$ cat src/rtl/nbody_gravity_euler_step_unit_defines.svh
// Assertion macros shared by the gravity step unit.
// Depends on nothing; included by files that check their own logic.
`ifndef NBODY_GRAVITY_EULER_STEP_UNIT_DEFINES_SVH
`define NBODY_GRAVITY_EULER_STEP_UNIT_DEFINES_SVH

// same-cycle implication under active-low reset
`define NBG_ASSERT_IMPLY(name, ck, rn, ante, cons, msg) \
    name: assert property (@(posedge ck) disable iff (!rn) (ante) |-> (cons)) \
        else $error(msg);

// next-cycle implication under active-low reset
`define NBG_ASSERT_NEXT(name, ck, rn, ante, cons, msg) \
    name: assert property (@(posedge ck) disable iff (!rn) (ante) |=> (cons)) \
        else $error(msg);

`endif

$ cat src/rtl/nbg_pkg.sv
// Shared types, constants and helpers of the gravity step unit.
// Depends on nothing; used by every module of the block.
package nbg_pkg;

    localparam int MAX_BODIES = 16;
    localparam int SLOT_W     = (MAX_BODIES > 1) ? $clog2(MAX_BODIES) : 1;
    localparam int EMIT_CAP   = 16;
    localparam int CNT_W      = 5;
    localparam int LIMIT      = (MAX_BODIES < EMIT_CAP) ? MAX_BODIES : EMIT_CAP;
    localparam int CMP_W      = (SLOT_W > CNT_W) ? SLOT_W : CNT_W;

    localparam int MUL_W    = 128;
    localparam int MULB_W   = 34;
    localparam int MCNT_W   = 6;
    localparam int RAD_W    = 70;
    localparam int ROOT_W   = 35;
    localparam int SREM_W   = 38;
    localparam int R3_W     = 99;
    localparam int DREM_W   = 100;
    localparam int DCNT_W   = 8;
    localparam int SQ_STEPS = 35;
    localparam int DV_STEPS = 128;

    typedef enum logic [2:0] {
        CMD_LOAD    = 3'd0,
        CMD_STEP    = 3'd1,
        CMD_READ    = 3'd2,
        CMD_DESTROY = 3'd3,
        CMD_RESET   = 3'd4
    } cmd_t;

    localparam logic [1:0] CFG_GRAV  = 2'd0;
    localparam logic [1:0] CFG_DT    = 2'd1;
    localparam logic [1:0] CFG_COUNT = 2'd2;

    typedef struct packed {
        logic [31:0]        mass;
        logic signed [31:0] pos_x;
        logic signed [31:0] pos_y;
        logic signed [31:0] vel_x;
        logic signed [31:0] vel_y;
        logic signed [31:0] spos_x;
        logic signed [31:0] spos_y;
        logic signed [31:0] svel_x;
        logic signed [31:0] svel_y;
        logic               destroyed;
    } body_t;

    typedef struct packed {
        logic shift;
        logic write;
        logic restore;
    } ring_ctl_t;

    typedef struct packed {
        logic signed [31:0] self_px;
        logic signed [31:0] self_py;
        logic signed [31:0] other_px;
        logic signed [31:0] other_py;
        logic [31:0]        other_mass;
        logic signed [31:0] vel_x;
        logic signed [31:0] vel_y;
    } force_req_t;

    function automatic logic signed [31:0] sat32(input logic signed [35:0] v);
        logic signed [31:0] r;
        if (v > 36'sd2147483647)
            r = 32'sh7fffffff;
        else if (v < -36'sd2147483648)
            r = 32'sh80000000;
        else
            r = v[31:0];
        return r;
    endfunction

endpackage

$ cat src/rtl/nbg_body_cell.sv
// One body slot of the rotating ring: holds a body and takes its neighbor's on shift.
// Depends on nbg_pkg.
module nbg_body_cell (
    input  logic              clk,
    input  logic              rst_n,
    input  nbg_pkg::ring_ctl_t ctl,
    input  nbg_pkg::body_t    nbr,
    input  nbg_pkg::body_t    wr_body,
    output nbg_pkg::body_t    body
);

    nbg_pkg::body_t body_reg;
    nbg_pkg::body_t body_next;

    always_comb
    begin
        body_next = body_reg;
        if (ctl.restore)
        begin
            body_next.pos_x     = body_reg.spos_x;
            body_next.pos_y     = body_reg.spos_y;
            body_next.vel_x     = body_reg.svel_x;
            body_next.vel_y     = body_reg.svel_y;
            body_next.destroyed = 1'b0;
        end
        else if (ctl.write)
            body_next = wr_body;
        else if (ctl.shift)
            body_next = nbr;
    end

    always_ff @(posedge clk or negedge rst_n)
    begin
        if (!rst_n)
            body_reg <= '{destroyed: 1'b1, default: '0};
        else
            body_reg <= body_next;
    end

    assign body = body_reg;

endmodule

$ cat config.mk
export PLATFORM = sky130hd
export DESIGN_NAME = nbg_body_cell
export DESIGN_NICKNAME = d
export VERILOG_FILES = /design/src/rtl/nbody_gravity_euler_step_unit_defines.svh /design/src/rtl/nbg_pkg.sv /design/src/rtl/nbg_body_cell.sv
export SDC_FILE = /design/constraint.sdc
export NUM_CORES = 1
export LEC_CHECK = 0
export BUFFER_PORTS_ARGS = -buffer_cell sky130_fd_sc_hd__buf_2
export CAP_MARGIN = 25
export CELL_PAD_IN_SITES_DETAIL_PLACEMENT = 0
export CELL_PAD_IN_SITES_GLOBAL_PLACEMENT = 1
export CORE_AREA = 3 3 337 339
export DETAILED_ROUTE_END_ITERATION = 10
export DIE_AREA = 0 0 340 342
export PLACE_DENSITY_LB_ADDON = 0.1
export SYNTH_ARGS = -nofsm -noshare
export SYNTH_HDL_FRONTEND = slang
export SYNTH_SLANG_ARGS = --single-unit
$ cat constraint.sdc
create_clock -name clk -period 2.6 [get_ports clk]
set_clock_uncertainty 0.15 [all_clocks]
set_input_delay 0.13 -clock clk [delete_from_list [all_inputs] [get_ports clk]]
set_output_delay 0.13 -clock clk [all_outputs]
set_load 0.1 [all_outputs]
# After elaboration in Yosys (flattened, before gate mapping)

Cells that the tools add are included.

Register bits: 289
Input bits: 583
Logic and storage cells: 18

Mux-type cells: 4
Bitwise logic cells: 1
Reduce and logical (&&, ||, !) cells: 3

Operator list:

| cell                | number |
|---|---|
| 2-to-1 mux 289 bit  | 2 |
| 2-to-1 mux 128 bit  | 1 |
| nonzero test 3 bit  | 1 |
| AND reduction 2 bit | 1 |
| nonzero test 2 bit  | 1 |
| 2-to-1 mux 1 bit    | 1 |
| NOT 1 bit           | 1 |

# Logic depth before layout (Yosys ltp)

Gate-level depths: netlist of the first run.

Depth in word-level cells: 3
Depth in mapped cells: 7

# Worst setup path before layout of the first run

OpenSTA, ideal clock, no wires.

Kind: reg-to-reg
From: register body_reg, in the netlist body[6]
To: register body_reg, in the netlist body[134]
Setup time: 77 ps
Data arrival time: 1212 ps
Data required time: 2373 ps
Setup slack: 1161 ps
Stages on the path, launching flop included: 3
Period minus slack after synthesis: 1439 ps
Path through: dfrtp_1 a22oi_1 o21ai_1

Cells in the longest elaborated chain, start to end: 1

Ends and longest elaborated chain:

| item                   | RTL line            | RTL |
|---|---|---|
| start, declared        | nbg_body_cell.sv:12 | `nbg_pkg::body_t body_reg;` |
| start signal, assigned | nbg_body_cell.sv:37 | `body_reg <= body_next;` |
| 2-to-1 mux 128 bit     | nbg_body_cell.sv:18 | `if (ctl.restore)` |

No other way between the ends.
A chain may end at the register's enable or synchronous reset.

# Worst setup path in the final report of the first run

From: input port ctl[1] in the netlist's numbering
To: register body_reg, in the netlist body[210]

Cells in the longest elaborated chain, start to end: 2
Elaborated cells on any way between the ends: 3
Classes of those cells: mux (2); reduce/logical (1)

Ends and longest elaborated chain:

| item               | RTL line            | RTL |
|---|---|---|
| start, declared    | nbg_body_cell.sv:6  | `input nbg_pkg::ring_ctl_t ctl,` |
| 2-to-1 mux 289 bit | nbg_body_cell.sv:26 | `else if (ctl.write)` |
| 2-to-1 mux 128 bit | nbg_body_cell.sv:18 |  |

Several ways; a longest one is shown, not always the timed one.

==> impl_metrics.py, run 1 <==
metrics = {
    "global_route": {
        "grt_pass1_wl_um": 123400,
        "antenna_found_initial": 12,
        "grt_max_degree": 129,
        "grt_util_all_layers_pct": 14.23,
        "grt-ovfl-total": 0,
        "grt_pass1_vias": 18110,
    },
    "route": {
        "drtAntennaViolNets": 0,
        "route.vias.total": 16700,
        "first_pass_iters": 4,
        "vias_per_cell": 3.827,
        "post_drt_wl_per_cell_um": 19.58,
        "route.detailed.drc": 0,
        "drt_iter0_drc": 598,
        "routed_wl_um": 85450,
    },
    "min_path": {
        "hold_class": "primary input to asynchronous set/reset pin",
    },
    "layout": {
        "fin_area_um2": 27850,
        "final_nets": 3422,
        "largest_register_ffs": 289,
        "nFillCells": 12200,
        "area_delta_synth_final_pct": 91.15,
        "drive_gt1_share_pct": 34.13,
    },
    "setup_path": {
        "rr_worst_depth": 3,
        "required_ns": 2.91,
        "cp.buffers_inverters": 4,
        "endpoint_kind": "register",
        "rrSetupSlack_ns": 0.89,
        "cp_top_family": "buffers and inverters",
        "crit_slowest_cell": "dlygate4sd3_1",
        "critical_path.max_fanout": 49,
        "crit_chain": "buf_8 > buf_12 > and3b_1 > a21oi_1 > dlygate4sd3_1 > o21ai_1 > dlygate4sd3_1",
        "start_kind": "primary input",
        "critPathArrivalTime_ns": 2.47,
        "reg2reg_from": "body[126]$_DFFE_PN0P_",
        "crit_path_max_incr_delay_ns": 0.62,
        "cp_common_cell": "dlygate4sd3_1",
        "r2r-end": "body[254]$_DFFE_PN0P_",
        "critPathKind": "primary input to register",
    },
    "floorplanning": {
        "core_um2": 110700,
        "fp.dieH_um": 342,
        "dieArea_um2": 116300,
        "die_x_um": 340,
        "start_util_pct": 13.17,
        "boundaryPins": 872,
        "core.rowCount": 122,
    },
    "clock_network": {
        "cts_tree": "done",
        "htreeDepth": 2,
        "clock_path_buffers": 3,
        "path_clk_slew_ns": 0.06,
        "cts_root_buf": "clkbuf_16",
        "clock_latency_ns": 0.59,
        "cts.sinks": 289,
        "post_cts_resized": 0,
        "cts_buffers": 42,
        "cts_hold_buffers": 600,
        "postCtsSetupBuffers": 0,
    },
    "logic_synthesis": {
        "synth.most_common_cell": "dfrtp_1",
        "ys.warnings.count": 0,
        "synth_area_leaders": "dfrtp_1 (49%), mux2i_1 (11%), o21ai_1 (8.6%), and3b_1 (7.7%), a22oi_1 (6.6%)",
        "ys_async_sr_fraction_pct": 100.0,
        "yosys.cell_types.count": 18,
        "synth_nets": 2007,
        "netlist_instances": 1424,
        "synth_area_um2": 14570,
        "ys_ff_latch": 289,
        "synth_top_cell_by_area": "dfrtp_1",
        "ys.flop_type": "dfrtp_1",
        "synth_top_area_share_pct": 49.46,
        "ys_seq_area_share_pct": 49.64,
        "synth-edff-count": 0,
        "avgSynthCellArea_um2": 10.23,
        "synth_top_cells_by_count": "dfrtp_1 (288), o21ai_1 (251), mux2i_1 (161)",
    },
    "timing": {
        "worst_slew_pin_slew_ns": 0.7197,
        "whs_ns": 0.02301,
        "period_needed_ns": 2.159,
        "rsz0062_at_grt": "no",
        "tns_ns": 0,
        "maxSlewHeadroom_pct": 52.02,
        "max_freq_mhz": 463.2,
        "setup_viol": 0,
        "slew_viol_final": 0,
        "setup_ws_ns": 0.4411,
        "post-route-period-util_pct": 83.03,
        "hold_violations": 0,
    },
    "run": {
        "drv_cap": 0,
    },
    "power": {
        "ir_worst_vdd_mv": 0.4420,
        "finalPower_w": 0.01969,
        "p_leak_nw": 13.44,
        "power.density_nw_per_um2": 707.0,
    },
    "placed_design": {
        "gp_congestion": 0.8961,
        "pre_cts_ws_ns": 0.6365,
        "placed_area_um2": 20410,
        "port-buffer-count": 871,
        "hpwl_um": 64190,
    },
    "run_status": {
        "status": "completed",
    },
}
==> logic make-up after synthesis <==
kind of cell           count (synthesis)  synth area share (%)
flip-flops                           289                 49.64
multiplexers                         162                 11.14
AND/OR/NAND/NOR                      290                 11.95
buffers and inverters                138                 6.252
AO/OA/AOI/OAI                        545                 21.01
==> through the flow <==
step / std cells / utilization (%)
global route: 4362 / 25.16
finish: 4363 / 25.17
floorplan: 1424 / -
detailed placement: 3683 / 18.44
CTS: 4359 / 25.16
global placement: 3683 / 18.44
==> worst max-delay path by stage <==
stage                           from                     to  slack (ns)  depth (start not counted)
5_1_grt                       ctl[1]  body[210]$_DFFE_PN0P_        0.35                          7
6_report                      ctl[1]  body[210]$_DFFE_PN0P_        0.44                          7
3_3_place_gp                  ctl[1]  body[148]$_DFFE_PN0P_        0.62                          6
3_5_place_dp                  ctl[1]  body[145]$_DFFE_PN0P_        0.64                          6
4_1_cts        body[126]$_DFFE_PN0P_              body[126]        0.42                          1
2_1_floorplan    body[6]$_DFFE_PN0P_  body[134]$_DFFE_PN0P_        1.16                          2
==> cell type report <==
cell class / count / area [um2] / share of cell area (%)
Timing Repair Buffer: 1509 / 10900 / 39.12
Sequential cell: 289 / 7233 / 25.97
Multi-Input combinational cell: 997 / 6426 / 23.07
Tap cell: 1488 / 1862 / 6.685
Clock buffer: 65 / 1311 / 4.708
Clock inverter: 11 / 112.6 / 0.4043
Antenna cell: 4 / 10.01 / 0.03594
==> cells in the final DEF (no fill, tap or decap), types with 2 or more instances in the layout <==
master	n
a21oi_1	128
a22oi_1	128
and3b_1	128
buf_12	17
buf_2	867
buf_4	22
buf_8	3
bufinv_16	2
clkbuf_1	9
clkbuf_16	45
clkbuf_8	11
clkinv_2	6
clkinvlp_4	3
dfrtp_1	288
diode_2	4
dlygate4sd3_1	600
mux2i_1	161
nand2_1	160
o21ai_0	37
o21ai_1	251
==> power by group <==
group / total, W / switching (W) / internal [W]
registers: 0.00554 / 0.000445 / 0.00509
logic: 0.00819 / 0.00614 / 0.00205
clock network: 0.00596 / 0.00231 / 0.00365
total: 0.0197 / 0.00889 / 0.0108
==> per-layer routing <==
metal	track usage (%)	part of all wire [%]	up-vias
met5	0	0.048	-
met4	5.398	3.5	6
met3	3.903	6.8	128
met2	25.77	51	561
met1	15.79	39	7973
li1	-	-	8029
No activity file was read; power rests on OpenSTA's default activity.
==> inputs of run 2 (changes only) <==
--- a/config.mk
+++ b/config.mk
@@ -5,13 +5,14 @@
 export SDC_FILE = /design/constraint.sdc
 export NUM_CORES = 1
 export LEC_CHECK = 0
+export ABC_AREA = 1
 export BUFFER_PORTS_ARGS = -buffer_cell sky130_fd_sc_hd__buf_2
 export CAP_MARGIN = 25
 export CELL_PAD_IN_SITES_DETAIL_PLACEMENT = 0
 export CELL_PAD_IN_SITES_GLOBAL_PLACEMENT = 1
-export CORE_AREA = 3 3 337 339
+export CORE_AREA = 3 3 342 344
 export DETAILED_ROUTE_END_ITERATION = 10
-export DIE_AREA = 0 0 340 342
+export DIE_AREA = 0 0 345 347
 export PLACE_DENSITY_LB_ADDON = 0.1
 export SYNTH_ARGS = -nofsm -noshare
 export SYNTH_HDL_FRONTEND = slang
==> constraint.sdc (replaced) <==
create_clock -name clk -period 2.1 [get_ports clk]
set_clock_uncertainty 0.15 [all_clocks]
set_input_delay 0.105 -clock clk [delete_from_list [all_inputs] [get_ports clk]]
set_output_delay 0.105 -clock clk [all_outputs]
set_load 0.1 [all_outputs]
==> run 2 against run 1 <==
- the flow now finishes with violations (hold timing, setup timing)
- clock-buffer cell count fell by 3
- core utilization rose by 1.3 points
- design area rose by 8.7%
- clock power rose by 12%
- sequential cell count did not move
- power rose by 24%
- largest cell class unchanged
==> impl_metrics.py, run 2 <==
metrics = {
    "run_status": {
        "status": "complete, but fails checks",
        "violations": "hold timing, setup timing",
    },
    "run": {
        "drv_cap": 0,
    },
    "route": {
        "first_pass_iters": 5,
        "post_drt_wl_per_cell_um": 18.24,
        "routed_wl_um": 98480,
        "route.vias.total": 20880,
        "vias_per_cell": 3.867,
        "route.detailed.drc": 0,
        "drtAntennaViolNets": 0,
        "drt_iter0_drc": 860,
    },
    "setup_path": {
        "required_ns": 2.38,
        "cp_top_family": "buffers and inverters",
        "crit_chain": "buf_12 > inv_12 > buf_16 > nand2_1 > nand2_1 > dlygate4sd3_1 > nand2_1 > dlygate4sd3_1 > nand2_1",
        "endpoint_kind": "register",
        "critPathKind": "primary input to register",
        "cp.buffers_inverters": 5,
        "rrSetupSlack_ns": 0.61,
        "rr_worst_depth": 3,
        "crit_slowest_cell": "dlygate4sd3_1",
        "critPathArrivalTime_ns": 2.39,
        "crit_path_max_incr_delay_ns": 0.60,
        "start_kind": "primary input",
        "cp_common_cell": "nand2_1",
        "r2r-end": "body[256]$_DFFE_PN0P_",
        "reg2reg_from": "body[128]$_DFFE_PN0P_",
        "critical_path.max_fanout": 73,
        "path_depth": 9,
    },
    "layout": {
        "final_nets": 4444,
        "fin_area_um2": 30280,
        "finish.utilization_pct": 26.51,
        "drive_gt1_share_pct": 25.44,
        "largest_register_ffs": 289,
        "area_delta_synth_final_pct": 97.55,
        "mostFrequentLayoutCell": "nand2_1",
        "final_cell_mix": "nand2_1 (1605), buf_2 (868), dlygate4sd3_1 (736)",
        "nFillCells": 12980,
    },
    "timing": {
        "maxSlewHeadroom_pct": 61.92,
        "setup_ws_ns": -0.008962,
        "max_freq_mhz": 474.2,
        "whs_ns": -0.04305,
        "worst_slew_pin_slew_ns": 0.5751,
        "slew_viol_final": 0,
        "rsz0062_at_grt": "yes",
        "post-route-period-util_pct": 100.4,
        "setup_viol": 1,
        "period_needed_ns": 2.109,
        "hold_violations": 2,
    },
    "clock_network": {
        "cts_buffers": 41,
        "cts_tree": "done",
        "path_clk_slew_ns": 0.06,
        "cts_root_buf": "clkbuf_16",
        "cts.sinks": 289,
        "htreeDepth": 2,
        "clock_latency_ns": 0.55,
        "postCtsSetupBuffers": 0,
        "clock_path_buffers": 3,
    },
    "logic_synthesis": {
        "ys_async_sr_fraction_pct": 100.0,
        "netlist_instances": 2311,
        "synth_area_um2": 15330,
        "ys.flop_type": "dfrtp_1",
        "synth_nets": 2894,
        "synth_area_leaders": "dfrtp_1 (47%), nand2_1 (39%), nand3_1 (8.4%), buf_2 (3.0%), clkbuf_1 (1.2%)",
        "synth_top_cells_by_count": "nand2_1 (1605), dfrtp_1 (288), nand3_1 (257)",
        "yosys.cell_types.count": 14,
        "ys_seq_area_share_pct": 47.20,
        "synth-edff-count": 0,
        "synth_top_area_share_pct": 47.02,
        "avgSynthCellArea_um2": 6.632,
        "ys.warnings.count": 0,
        "synth_top_cell_by_area": "dfrtp_1",
        "synth.most_common_cell": "nand2_1",
        "ys_ff_latch": 289,
    },
    "global_route": {
        "grt_util_all_layers_pct": 15.64,
        "grt-ovfl-total": 0,
        "grt_pass1_wl_um": 144200,
        "antenna_found_initial": 6,
        "grt_max_degree": 116,
        "grt_pass1_vias": 22580,
    },
    "floorplanning": {
        "core_um2": 114200,
        "boundaryPins": 872,
        "core.rowCount": 124,
        "dieArea_um2": 119700,
        "start_util_pct": 13.42,
        "fp.dieH_um": 347,
        "die_x_um": 345,
    },
    "min_path": {
        "min_path_cells": 5,
        "hold_end": "body[59]$_DFFE_PN0P_",
        "hp-start": "wr_body[59]",
        "hold_class": "primary input to register",
    },
    "placed_design": {
        "gp_congestion": 0.8488,
        "hpwl_um": 73110,
        "placed_area_um2": 21550,
        "port-buffer-count": 871,
    },
    "power": {
        "power.density_nw_per_um2": 804.8,
        "ir_worst_vdd_mv": 0.3590,
        "finalPower_w": 0.02437,
        "p_leak_nw": 16.31,
    },
}
## run 2: changes by cell type in the layout (fill, tap and decap cells not counted), moves of 37 or more
cell / previous run / this run
dlygate4sd3_1: 600 / 736
nand2_1: 160 / 1605
a22oi_1: 128 / 0
o21ai_0: 37 / 0
and3b_1: 128 / 0
a21oi_1: 128 / 0
nand3_1: 0 / 257
mux2i_1: 161 / 0
o21ai_1: 251 / 0
## run 2: tightest hold or removal path, stage by stage
cell     delay (ns)
buf_2          0.08
nand2_1        0.05
nand2_1        0.15
nand2_1        0.15
nand2_1        0.08
## run 2: power breakdown
part	total, W	leakage [nW]	internal, W	switching (W)
Combinational	0.0109	12.1	0.00281	0.00805
Clock	0.00665	0.612	0.00394	0.00271
Sequential	0.00686	3.60	0.00630	0.000561
Total	0.0244	16.3	0.0130	0.0113
## run 2: worst max-delay path by stage
| stage | start | end |
|---|---|---|
| finish | ctl[1] | body[115]$_DFFE_PN0P_ |
| global route | ctl[2] | body[254]$_DFFE_PN0P_ |
| CTS | ctl[2] | body[133]$_DFFE_PN0P_ |
| detailed placement | ctl[1] | body[133]$_DFFE_PN0P_ |
| global placement | ctl[1] | body[230]$_DFFE_PN0P_ |
| floorplan | body[254]$_DFFE_PN0P_ | body[254]$_DFFE_PN0P_ |
## run 2: layer usage
layer | vias up | global-route usage (%) | share of wire (%)
met2 | 622 | 28.37 | 51
met4 | 4 | 4.405 | 2.6
met1 | 9933 | 18.28 | 41
met3 | 116 | 3.657 | 5.7
li1 | 10200 | - | -
met5 | - | 0 | 0.031
## run 2: cells by family (layout without fill, tap and decap cells)
logic type	count (synthesis)	count (layout)	synth area share, %
compound gates	1	1	0.05716
flops	289	289	47.20
buf+inv	157	1730	4.841
simple gates	1864	1864	47.91
other cells	0	3	0
## run 2: what timing repair did
item | 4_1_cts | 5_1_grt
resized for setup | 0 | 8
setup endpoints to repair | 0 | 92
hold buffers | 737 | 0
endpoints found under the hold margin | 577 | 0
## run 2: metrics by stage
step | hold slack, ns | setup slack (ns) | cells | TNS (ns)
floorplan | -0.3406 | 0.7326 | 2311 | 0
global placement | -0.06735 | 0.4822 | 4591 | 0
detailed placement | -0.07301 | 0.4539 | 4591 | 0
CTS | 0.007556 | 0.02453 | 5394 | 0
global route | 0.05283 | -0.008146 | 5399 | -0.03572
finish | -0.04305 | -0.008962 | 5399 | -0.008962
## run 2: layout make-up
class / count / area, um2 / share of cell area [%]
sequential: 289 / 7233 / 23.89
tap: 1512 / 1892 / 6.248
multi-input combinational: 1865 / 7358 / 24.30
timing repair buffer: 1662 / 12530 / 41.37
inverter: 2 / 25.02 / 0.08265
antenna: 3 / 7.507 / 0.02480
clock buffer: 62 / 1215 / 4.013
clock inverter: 4 / 20.02 / 0.06612
